[config.mk]
export PLATFORM = sky130hd
export DESIGN_NAME = relative_color_feature_similarity
export DESIGN_NICKNAME = d
export VERILOG_FILES = /design/src/sv/rcfs_pkg.sv /design/src/sv/rcfs_div.sv /design/src/sv/relative_color_feature_similarity.sv
export SDC_FILE = /design/constraint.sdc
export NUM_CORES = 2
export LEC_CHECK = 0
export BUFFER_PORTS_ARGS = -buffer_cell sky130_fd_sc_hd__clkbuf_2
export CORE_MARGIN = 2
export CORE_UTILIZATION = 41
export DETAILED_ROUTE_END_ITERATION = 7
export MAX_ROUTING_LAYER = met4
export PLACE_DENSITY_LB_ADDON = 0.08
export SLEW_MARGIN = 40
export SYNTH_ARGS = -nofsm -noshare
export SYNTH_HDL_FRONTEND = slang
export SYNTH_SLANG_ARGS = --single-unit
export TNS_END_PERCENT = 30
[constraint.sdc]
create_clock -name clk -period 15.37 [get_ports clk]
set_input_delay 4.611 -clock clk [delete_from_list [all_inputs] [get_ports clk]]
set_output_delay 4.611 -clock clk [all_outputs]
set_load 0.01 [all_outputs]
[src/sv/rcfs_pkg.sv]
// Shared types and constants for the relative color feature similarity block.
// Used by rcfs_div and by the relative_color_feature_similarity top level.
`default_nettype none

package rcfs_pkg;

  // Field and state widths.
  localparam int FIELD_W  = 16;
  localparam int TOTAL_W  = 22;
  localparam int NUM_W    = 64;
  localparam int TSUM_W   = 19;
  localparam int PROD_W   = 51;
  localparam int SIM_W    = 17;

  // Divider geometry: 64-bit dividend, 37-bit divisor, 18 quotient bits.
  localparam int DVD_W    = 64;
  localparam int DVS_W    = 37;
  localparam int QUO_W    = 18;
  localparam int DSH_W    = DVS_W + QUO_W - 1;
  localparam int CNT_W    = 5;

  // Saturation limit of the population totals.
  localparam logic [TOTAL_W-1:0] TOTAL_MAX = {TOTAL_W{1'b1}};

  // 1.0 in Q1.16.
  localparam logic [SIM_W-1:0] ONE_Q16 = 17'd65536;

  // Final divisor scale: 6 for the score average, 4096 for the Q4.12 weight.
  localparam logic [DVS_W-1:0] DIV_SCALE = 37'd24576;

  // Request to the shared divider.
  typedef struct packed {
    logic             start;
    logic [DVD_W-1:0] dividend;
    logic [DVS_W-1:0] divisor;
  } div_req_t;

  // Response from the shared divider.
  typedef struct packed {
    logic             done;
    logic [QUO_W-1:0] quotient;
  } div_rsp_t;

endpackage

`default_nettype wire

[src/sv/rcfs_div.sv]
// Radix-2 restoring divider, one quotient bit per cycle, 18 quotient bits.
// Depends on rcfs_pkg for the request and response structs.
`default_nettype none

module rcfs_div
  import rcfs_pkg::*;
(
  input  wire logic     clk,
  input  wire logic     rst,
  input  wire div_req_t req,
  output div_rsp_t      rsp
);

  logic             run;
  logic [CNT_W-1:0] cnt;
  logic [DVD_W-1:0] rem;
  logic [DSH_W-1:0] dsh;
  logic [QUO_W-1:0] quo;
  logic             done;

  // Trial subtraction of the shifted divisor from the partial remainder.
  logic [DVD_W-1:0] dsh_ext;
  logic             fits;

  assign dsh_ext = {{(DVD_W-DSH_W){1'b0}}, dsh};
  assign fits    = (rem >= dsh_ext);

  // Control: run for QUO_W steps after a start request.
  always_ff @(posedge clk) begin
    if (rst) begin
      run  <= 1'b0;
      cnt  <= '0;
      done <= 1'b0;
    end else begin
      done <= 1'b0;
      if (req.start) begin
        run <= 1'b1;
        cnt <= CNT_W'(QUO_W - 1);
      end else if (run) begin
        if (cnt == '0) begin
          run  <= 1'b0;
          done <= 1'b1;
        end else begin
          cnt <= cnt - 1'b1;
        end
      end
    end
  end

  // Datapath: remainder, shifted divisor and quotient.
  always_ff @(posedge clk) begin
    if (req.start) begin
      rem <= req.dividend;
      dsh <= {req.divisor, {(QUO_W-1){1'b0}}};
      quo <= '0;
    end else if (run) begin
      if (fits) begin
        rem <= rem - dsh_ext;
      end
      quo <= {quo[QUO_W-2:0], fits};
      dsh <= dsh >> 1;
    end
  end

  assign rsp.done     = done;
  assign rsp.quotient = quo;

endmodule

`default_nettype wire

[src/sv/relative_color_feature_similarity.sv]
// Top level of the relative color feature similarity block: sequencer,
// shared multiplier, accumulators. Depends on rcfs_pkg and rcfs_div.
//
// Usage: one color entry is a request on start with the fields y_a, s_a,
// v_a, y_b, s_b, v_b, color_weight, ignored and last. A request is taken at
// a rising edge where start is high and busy is low. Busy stays high while
// the entry is worked on.
// A scored entry (not ignored, some Y nonzero) runs up to three ratio divisions
// on one shared radix-2 divider (none for a ratio whose larger value is zero),
// then two multiplies on one shared 32x19 multiplier and a saturating
// accumulate. Unscored entries skip the divisions and multiplies.
// On a last entry the numerator is divided by six times the larger total
// times 4096 on the same divider, and similarity is shown for exactly one
// cycle with done high. The receiver cannot stall; the result must be taken
// in that cycle. After the result all sums are cleared.
// Reset (rst, synchronous) clears the sums and returns to idle.
`default_nettype none

module relative_color_feature_similarity
  import rcfs_pkg::*;
(
  input  wire logic               clk,
  input  wire logic               rst,
  input  wire logic               start,
  output logic                    busy,
  input  wire logic [FIELD_W-1:0] y_a,
  input  wire logic [FIELD_W-1:0] s_a,
  input  wire logic [FIELD_W-1:0] v_a,
  input  wire logic [FIELD_W-1:0] y_b,
  input  wire logic [FIELD_W-1:0] s_b,
  input  wire logic [FIELD_W-1:0] v_b,
  input  wire logic [FIELD_W-1:0] color_weight,
  input  wire logic               ignored,
  input  wire logic               last,
  output logic                    done,
  output logic [SIM_W-1:0]        similarity
);

  typedef enum logic [7:0] {
    S_IDLE    = 8'b0000_0001,
    S_RLAUNCH = 8'b0000_0010,
    S_RWAIT   = 8'b0000_0100,
    S_MUL1    = 8'b0000_1000,
    S_MUL2    = 8'b0001_0000,
    S_ACCUM   = 8'b0010_0000,
    S_FLAUNCH = 8'b0100_0000,
    S_FWAIT   = 8'b1000_0000
  } state_t;

  localparam logic [1:0] IDX_Y = 2'd0;
  localparam logic [1:0] IDX_S = 2'd1;
  localparam logic [1:0] IDX_V = 2'd2;

  state_t state;

  // Captured entry.
  logic [FIELD_W-1:0] ya, sa, va, yb, sb, vb, wgt;
  logic               last_r;

  // Sums and working registers.
  logic [TOTAL_W-1:0] total_pop_a, total_pop_b;
  logic [NUM_W-1:0]   weighted_numerator;
  logic [TSUM_W-1:0]  tsum;
  logic [PROD_W-1:0]  prod;
  logic [1:0]         idx;

  div_req_t div_req;
  div_rsp_t div_rsp;

  rcfs_div u_div (
    .clk (clk),
    .rst (rst),
    .req (div_req),
    .rsp (div_rsp)
  );

  // Saturating population totals for the incoming entry.
  logic [TOTAL_W:0]   sum_a, sum_b;
  logic [TOTAL_W-1:0] total_a_next, total_b_next;

  assign sum_a = {1'b0, total_pop_a} + (TOTAL_W+1)'(y_a);
  assign sum_b = {1'b0, total_pop_b} + (TOTAL_W+1)'(y_b);
  assign total_a_next = sum_a[TOTAL_W] ? TOTAL_MAX : sum_a[TOTAL_W-1:0];
  assign total_b_next = sum_b[TOTAL_W] ? TOTAL_MAX : sum_b[TOTAL_W-1:0];

  // Operand pair of the current ratio.
  logic [FIELD_W-1:0] op_a, op_b, op_hi, op_lo;
  always_comb begin
    case (idx)
      IDX_Y:   begin op_a = ya; op_b = yb; end
      IDX_S:   begin op_a = sa; op_b = sb; end
      IDX_V:   begin op_a = va; op_b = vb; end
      default: begin op_a = ya; op_b = yb; end
    endcase
    op_hi = (op_a > op_b) ? op_a : op_b;
    op_lo = (op_a > op_b) ? op_b : op_a;
  end

  // Ratio weight: 3 for density, 2 for population and variability.
  logic [TSUM_W-1:0] ratio_q, ratio_term;
  assign ratio_q    = TSUM_W'(div_rsp.quotient[SIM_W-1:0]);
  assign ratio_term = (idx == IDX_S) ? (ratio_q + (ratio_q << 1)) : (ratio_q << 1);

  // Shared multiplier: weight times max Y, then that times the ratio sum.
  logic [FIELD_W-1:0] ymax;
  logic [31:0]        mul_a;
  logic [TSUM_W-1:0]  mul_b;
  logic [PROD_W-1:0]  mul_p;

  assign ymax = (ya > yb) ? ya : yb;
  always_comb begin
    if (state == S_MUL1) begin
      mul_a = 32'(wgt);
      mul_b = TSUM_W'(ymax);
    end else begin
      mul_a = prod[31:0];
      mul_b = tsum;
    end
  end
  assign mul_p = PROD_W'(mul_a) * PROD_W'(mul_b);

  // Saturating numerator accumulate.
  logic [NUM_W:0]   num_sum;
  logic [NUM_W-1:0] num_next;
  assign num_sum  = {1'b0, weighted_numerator} + (NUM_W+1)'(prod);
  assign num_next = num_sum[NUM_W] ? {NUM_W{1'b1}} : num_sum[NUM_W-1:0];

  // Final divisor from the larger total.
  logic [TOTAL_W-1:0] tmax;
  assign tmax = (total_pop_a > total_pop_b) ? total_pop_a : total_pop_b;

  // Capped distance and similarity from the final quotient.
  logic [SIM_W-1:0] distance;
  assign distance = (div_rsp.quotient > QUO_W'(ONE_Q16)) ? ONE_Q16
                                                          : div_rsp.quotient[SIM_W-1:0];

  // Divider requests.
  always_comb begin
    div_req.start    = 1'b0;
    div_req.dividend = '0;
    div_req.divisor  = '0;
    if (state == S_RLAUNCH) begin
      div_req.start    = (op_hi != '0);
      div_req.dividend = DVD_W'({op_hi - op_lo, 16'h0000});
      div_req.divisor  = DVS_W'(op_hi);
    end else if (state == S_FLAUNCH) begin
      div_req.start    = (tmax != '0);
      div_req.dividend = weighted_numerator;
      div_req.divisor  = DVS_W'(tmax) * DIV_SCALE;
    end
  end

  assign busy = (state != S_IDLE);

  // Entry capture.
  always_ff @(posedge clk) begin
    if (start && !busy) begin
      ya     <= y_a;
      sa     <= s_a;
      va     <= v_a;
      yb     <= y_b;
      sb     <= s_b;
      vb     <= v_b;
      wgt    <= color_weight;
      last_r <= last;
    end
  end

  // Sequencer and accumulators.
  always_ff @(posedge clk) begin
    if (rst) begin
      state              <= S_IDLE;
      total_pop_a        <= '0;
      total_pop_b        <= '0;
      weighted_numerator <= '0;
      done               <= 1'b0;
      idx                <= IDX_Y;
      tsum               <= '0;
    end else begin
      done <= 1'b0;
      case (state)
        S_IDLE: begin
          if (start) begin
            if (!ignored) begin
              total_pop_a <= total_a_next;
              total_pop_b <= total_b_next;
            end
            idx  <= IDX_Y;
            tsum <= '0;
            if (!ignored && (y_a != '0 || y_b != '0)) begin
              state <= S_RLAUNCH;
            end else if (last) begin
              state <= S_FLAUNCH;
            end
          end
        end
        S_RLAUNCH: begin
          // A ratio whose larger value is zero counts as zero.
          if (op_hi != '0) begin
            state <= S_RWAIT;
          end else if (idx == IDX_V) begin
            state <= S_MUL1;
          end else begin
            idx <= idx + 1'b1;
          end
        end
        S_RWAIT: begin
          if (div_rsp.done) begin
            tsum <= tsum + ratio_term;
            if (idx == IDX_V) begin
              state <= S_MUL1;
            end else begin
              idx   <= idx + 1'b1;
              state <= S_RLAUNCH;
            end
          end
        end
        S_MUL1: begin
          prod  <= mul_p;
          state <= S_MUL2;
        end
        S_MUL2: begin
          prod  <= mul_p;
          state <= S_ACCUM;
        end
        S_ACCUM: begin
          weighted_numerator <= num_next;
          state <= last_r ? S_FLAUNCH : S_IDLE;
        end
        S_FLAUNCH: begin
          if (tmax != '0) begin
            state <= S_FWAIT;
          end else begin
            // Zero totals give full similarity.
            similarity         <= ONE_Q16;
            done               <= 1'b1;
            total_pop_a        <= '0;
            total_pop_b        <= '0;
            weighted_numerator <= '0;
            state              <= S_IDLE;
          end
        end
        S_FWAIT: begin
          if (div_rsp.done) begin
            similarity         <= ONE_Q16 - distance;
            done               <= 1'b1;
            total_pop_a        <= '0;
            total_pop_b        <= '0;
            weighted_numerator <= '0;
            state              <= S_IDLE;
          end
        end
        default: begin
          state <= S_IDLE;
        end
      endcase
    end
  end

  // The result strobe lasts one cycle only.
  a_done_single: assert property (@(posedge clk) disable iff (rst)
    done |=> !done)
    else $error("result strobe held for more than one cycle");

  // A result never exceeds 1.0.
  a_sim_range: assert property (@(posedge clk) disable iff (rst)
    done |-> (similarity <= ONE_Q16))
    else $error("similarity above 1.0");

  // The divider only answers while the sequencer waits for it.
  a_div_expected: assert property (@(posedge clk) disable iff (rst)
    div_rsp.done |-> (state == S_RWAIT || state == S_FWAIT))
    else $error("divider finished outside a wait state");

  // An entry that is not last never produces a result next cycle.
  a_no_spurious: assert property (@(posedge clk) disable iff (rst)
    (start && !busy && !last) |=> !done)
    else $error("result after an entry that is not last");

endmodule

`default_nettype wire
==> flow_metrics.tcl <==
set metrics [dict create \
    multi_input_area_um2 34400 \
    root_buffer "clkbuf_16" \
    synth-edff-count 282 \
    start_util 0.414 \
    ff2ff_path_depth 38 \
    vias_per_cell 5.50 \
    htreeDepth 2 \
    grt_max_degree 98 \
    place_ws_ns 4.84 \
    antenna_found_initial 10 \
    worst_path_max_delay_cell "o21a_1" \
    cts_sinks 462 \
    cts_buffer_depth 3 \
    hold_viol 0 \
    worstSetupEndpoint "prod[50]$_DFFE_PP_" \
    fin_crit_sh 0.689 \
    area_growth_pct 9.28 \
    synthesis.instances 5756 \
    synth_largest_area_cell "fa_1" \
    synth_mux_area_frac 0.0175 \
    grtUsageTotal 0.273 \
    critPathKind "flip-flop to flip-flop" \
    synth_fp_nets 6798 \
    die_w_um 355 \
    drtAntennaViolNets 0 \
    syn_area_per_cell_um2 8.76 \
    regArea_um2 12100 \
    maxSlewViolCount 0 \
    synthAdderAreaFrac 0.306 \
    worst_slack_ns 4.78 \
    relSlewSlack 0.337 \
    tightest_slew_ns 0.982 \
    synth_ff_type "edfxtp_1" \
    gp_congestion 0.934 \
    irDropWorstVdd_v 0.000103 \
    cts_tree "built" \
    arrival_ns 11.02 \
    dpl.hpwl_um 129000 \
    first_pass_iters 6 \
    grt_pass1_wl_um 253000 \
    cts_resized 0 \
    port_buffers 135 \
    min_path_type "flip-flop to flip-flop" \
    synth-xor-area-share 0.0407 \
    drc 0 \
    status "finished clean" \
    drt-initial-drc-count 3069 \
    dieArea_um2 126000 \
    yosysWarnings 0 \
    routed-via-count 41000 \
    drive_gt1_frac 0.0717 \
    synth-compound-area-share 0.152 \
    n_fill_cell 12000 \
    num_rows 128 \
    core_area_um2 122000 \
    cpPeakStageDelay_ns 0.75 \
    synthSimpleGateAreaFrac 0.161 \
    drv_cap 0 \
    clock_latency_ns 0.72 \
    endpoint_kind "flip-flop" \
    cp_common_cell "fa_1" \
    startpoint "ya[9]$_DFFE_PP_" \
    cts_buffers 60 \
    nets 6822 \
    fmax_mhz 94.5 \
    setup_viol 0 \
    timing.rr.end "prod[50]$_DFFE_PP_" \
    holdCritStartpoint "weighted_numerator[2]$_SDFFE_PP0P_" \
    reg2reg_slack_ns 4.78 \
    p_leak_nw 25.7 \
    worst_setup_path_start_kind "flip-flop" \
    synth_top_family_by_area "adder cells" \
    yosysSeqAreaShare 0.239 \
    power.density_nw_per_um2 100 \
    routedWlPerCell_um 22.4 \
    ctsHoldBuffers 0 \
    grt_pass1_vias 40900 \
    netlist_area_um2 50400 \
    overflow 0 \
    ioPinCount 136 \
    cts_setup_buffers 0 \
    r2r_start "ya[9]$_DFFE_PP_" \
    crit_fanout 16 \
    fin_crit_ns 10.59 \
    fin_total_pwr_mw 5.51 \
    synth_cell_types 89 \
    rsz0062_at_grt "no" \
    die_h_um 355 \
    crit_required_ns 15.80 \
    synth_area_leaders "fa_1 (20%), edfxtp_1 (17%), ha_1 (10%)" \
    synth_top_area_frac 0.205 \
    wirelength_um 167000 \
    ys_ff_latch 462 \
    tns_ns 0 \
    cts.reportedPaths.clkPinSlew_ns 0.06 \
    fin_skew_ns 0.0715 \
    async_reset_ff_frac 0 \
]
[synthesized netlist by cell type (45+ instances only)]
library cell / count
nor3_1: 60
a21oi_1: 328
nor2b_1: 45
clkbuf_1: 206
ha_1: 409
nand4_1: 46
mux2i_1: 77
xor2_1: 75
nand3_1: 78
and3_1: 199
inv_1: 842
nand2_1: 686
edfxtp_1: 282
nand2b_1: 62
a21o_1: 136
a22oi_1: 50
fa_1: 516
o21ai_0: 302
dfxtp_1: 180
xnor2_1: 159
nor2_1: 412
[worst min-delay path by stage]
stage / to / slack [ns] / cells after the start
after floorplan: weighted_numerator[0]$_SDFFE_PP0P_ / 0.44 / 2
after global placement: weighted_numerator[0]$_SDFFE_PP0P_ / 0.45 / 2
after detailed placement: weighted_numerator[2]$_SDFFE_PP0P_ / 0.45 / 2
after CTS: weighted_numerator[2]$_SDFFE_PP0P_ / 0.46 / 2
after global routing: weighted_numerator[49]$_SDFFE_PP0P_ / 0.49 / 2
final: weighted_numerator[2]$_SDFFE_PP0P_ / 0.46 / 2
[cells in the final DEF, fill, tap and decap left out, types with 46 or more instances in the layout]
cell and n:
a22oi_1 50, nor2_1 407, o21ai_0 299, xor2_1 75, inv_1 841, xnor2_1 159, nand3_1 77, dfxtp_1 178
edfxtp_1 282, buf_4 79, nand4_1 46, mux2i_1 64, and3_1 199, clkbuf_16 62, ha_1 407, a21oi_1 328
nor3_1 58, nand2b_1 62, fa_1 516, a21o_1 135, clkbuf_2 134, nand2_1 685
[registers in the layout, indices dropped and copies added, names as in the netlist, 17 cells and up]
register,cells
tsum,19
total_pop_a,22
u_div.quo,18
u_div.rem,64
prod,51
weighted_numerator,64
u_div.dsh,54
similarity,17
total_pop_b,22
[kinds of logic (layout without fill, tap and decap cells)]
kind of cell / count (synthesis) / in the layout
fa+ha+maj: 925 / 925
compound gates: 1200 / 1200
flops: 462 / 462
simple gates: 1753 / 1753
other cells: 0 / 3
mux: 87 / 87
buf+inv: 1095 / 1171
xor+xnor: 234 / 234
[cell type report]
| class | count | share of cell area |
|---|---|---|
| Multi-Input combinational cell | 4199 | 0.625 |
| Clock buffer | 75 | 0.0291 |
| Timing Repair Buffer | 215 | 0.0234 |
| Sequential cell | 462 | 0.219 |
| Antenna cell | 3 | 0.000136 |
| Tap cell | 1625 | 0.0369 |
| Clock inverter | 39 | 0.00900 |
| Inverter | 842 | 0.0574 |
[through the flow]
stage                     utilization  instance area, um^2  hold WS (ns)  instances
after floorplan                     -                50400         0.436       5756
after global placement          0.433                52800         0.449       7342
after detailed placement        0.435                53000         0.454       7343
after CTS                       0.452                55100         0.461       7457
after global routing            0.452                55100         0.490       7459
final                           0.452                55100         0.459       7460
[metal layers]
| metal | track usage | part of all wire | wire length, um | vias to the layer above |
|---|---|---|---|---|
| met1 | 0.374 | 0.46 | 76700 | 20300 |
| met2 | 0.415 | 0.44 | 74000 | 1085 |
| met4 | 0.0775 | 0.031 | 5160 | 0 |
| met5 | - | 0 | 0 | - |
| li1 | - | - | - | 19400 |
| met3 | 0.0483 | 0.066 | 10900 | 235 |
[report_power, final]
group,internal (mW),switching [mW]
registers,1.60,0.122
logic,0.820,1.46
clock network,0.881,0.621
total,3.30,2.21
[critical path: cells and delay by family, from the launching register on]
family                   cells  cell delay [ns]
XOR/XNOR                     1             0.09
AO/OA/AOI/OAI               18             4.48
flip-flops                   1             0.42
buffers and inverters        6             0.64
multiplexers                 1             0.41
adder cells (fa/ha/maj)      8             3.79
AND/OR/NAND/NOR              4             0.46
No activity file was read; power rests on OpenSTA's default activity.
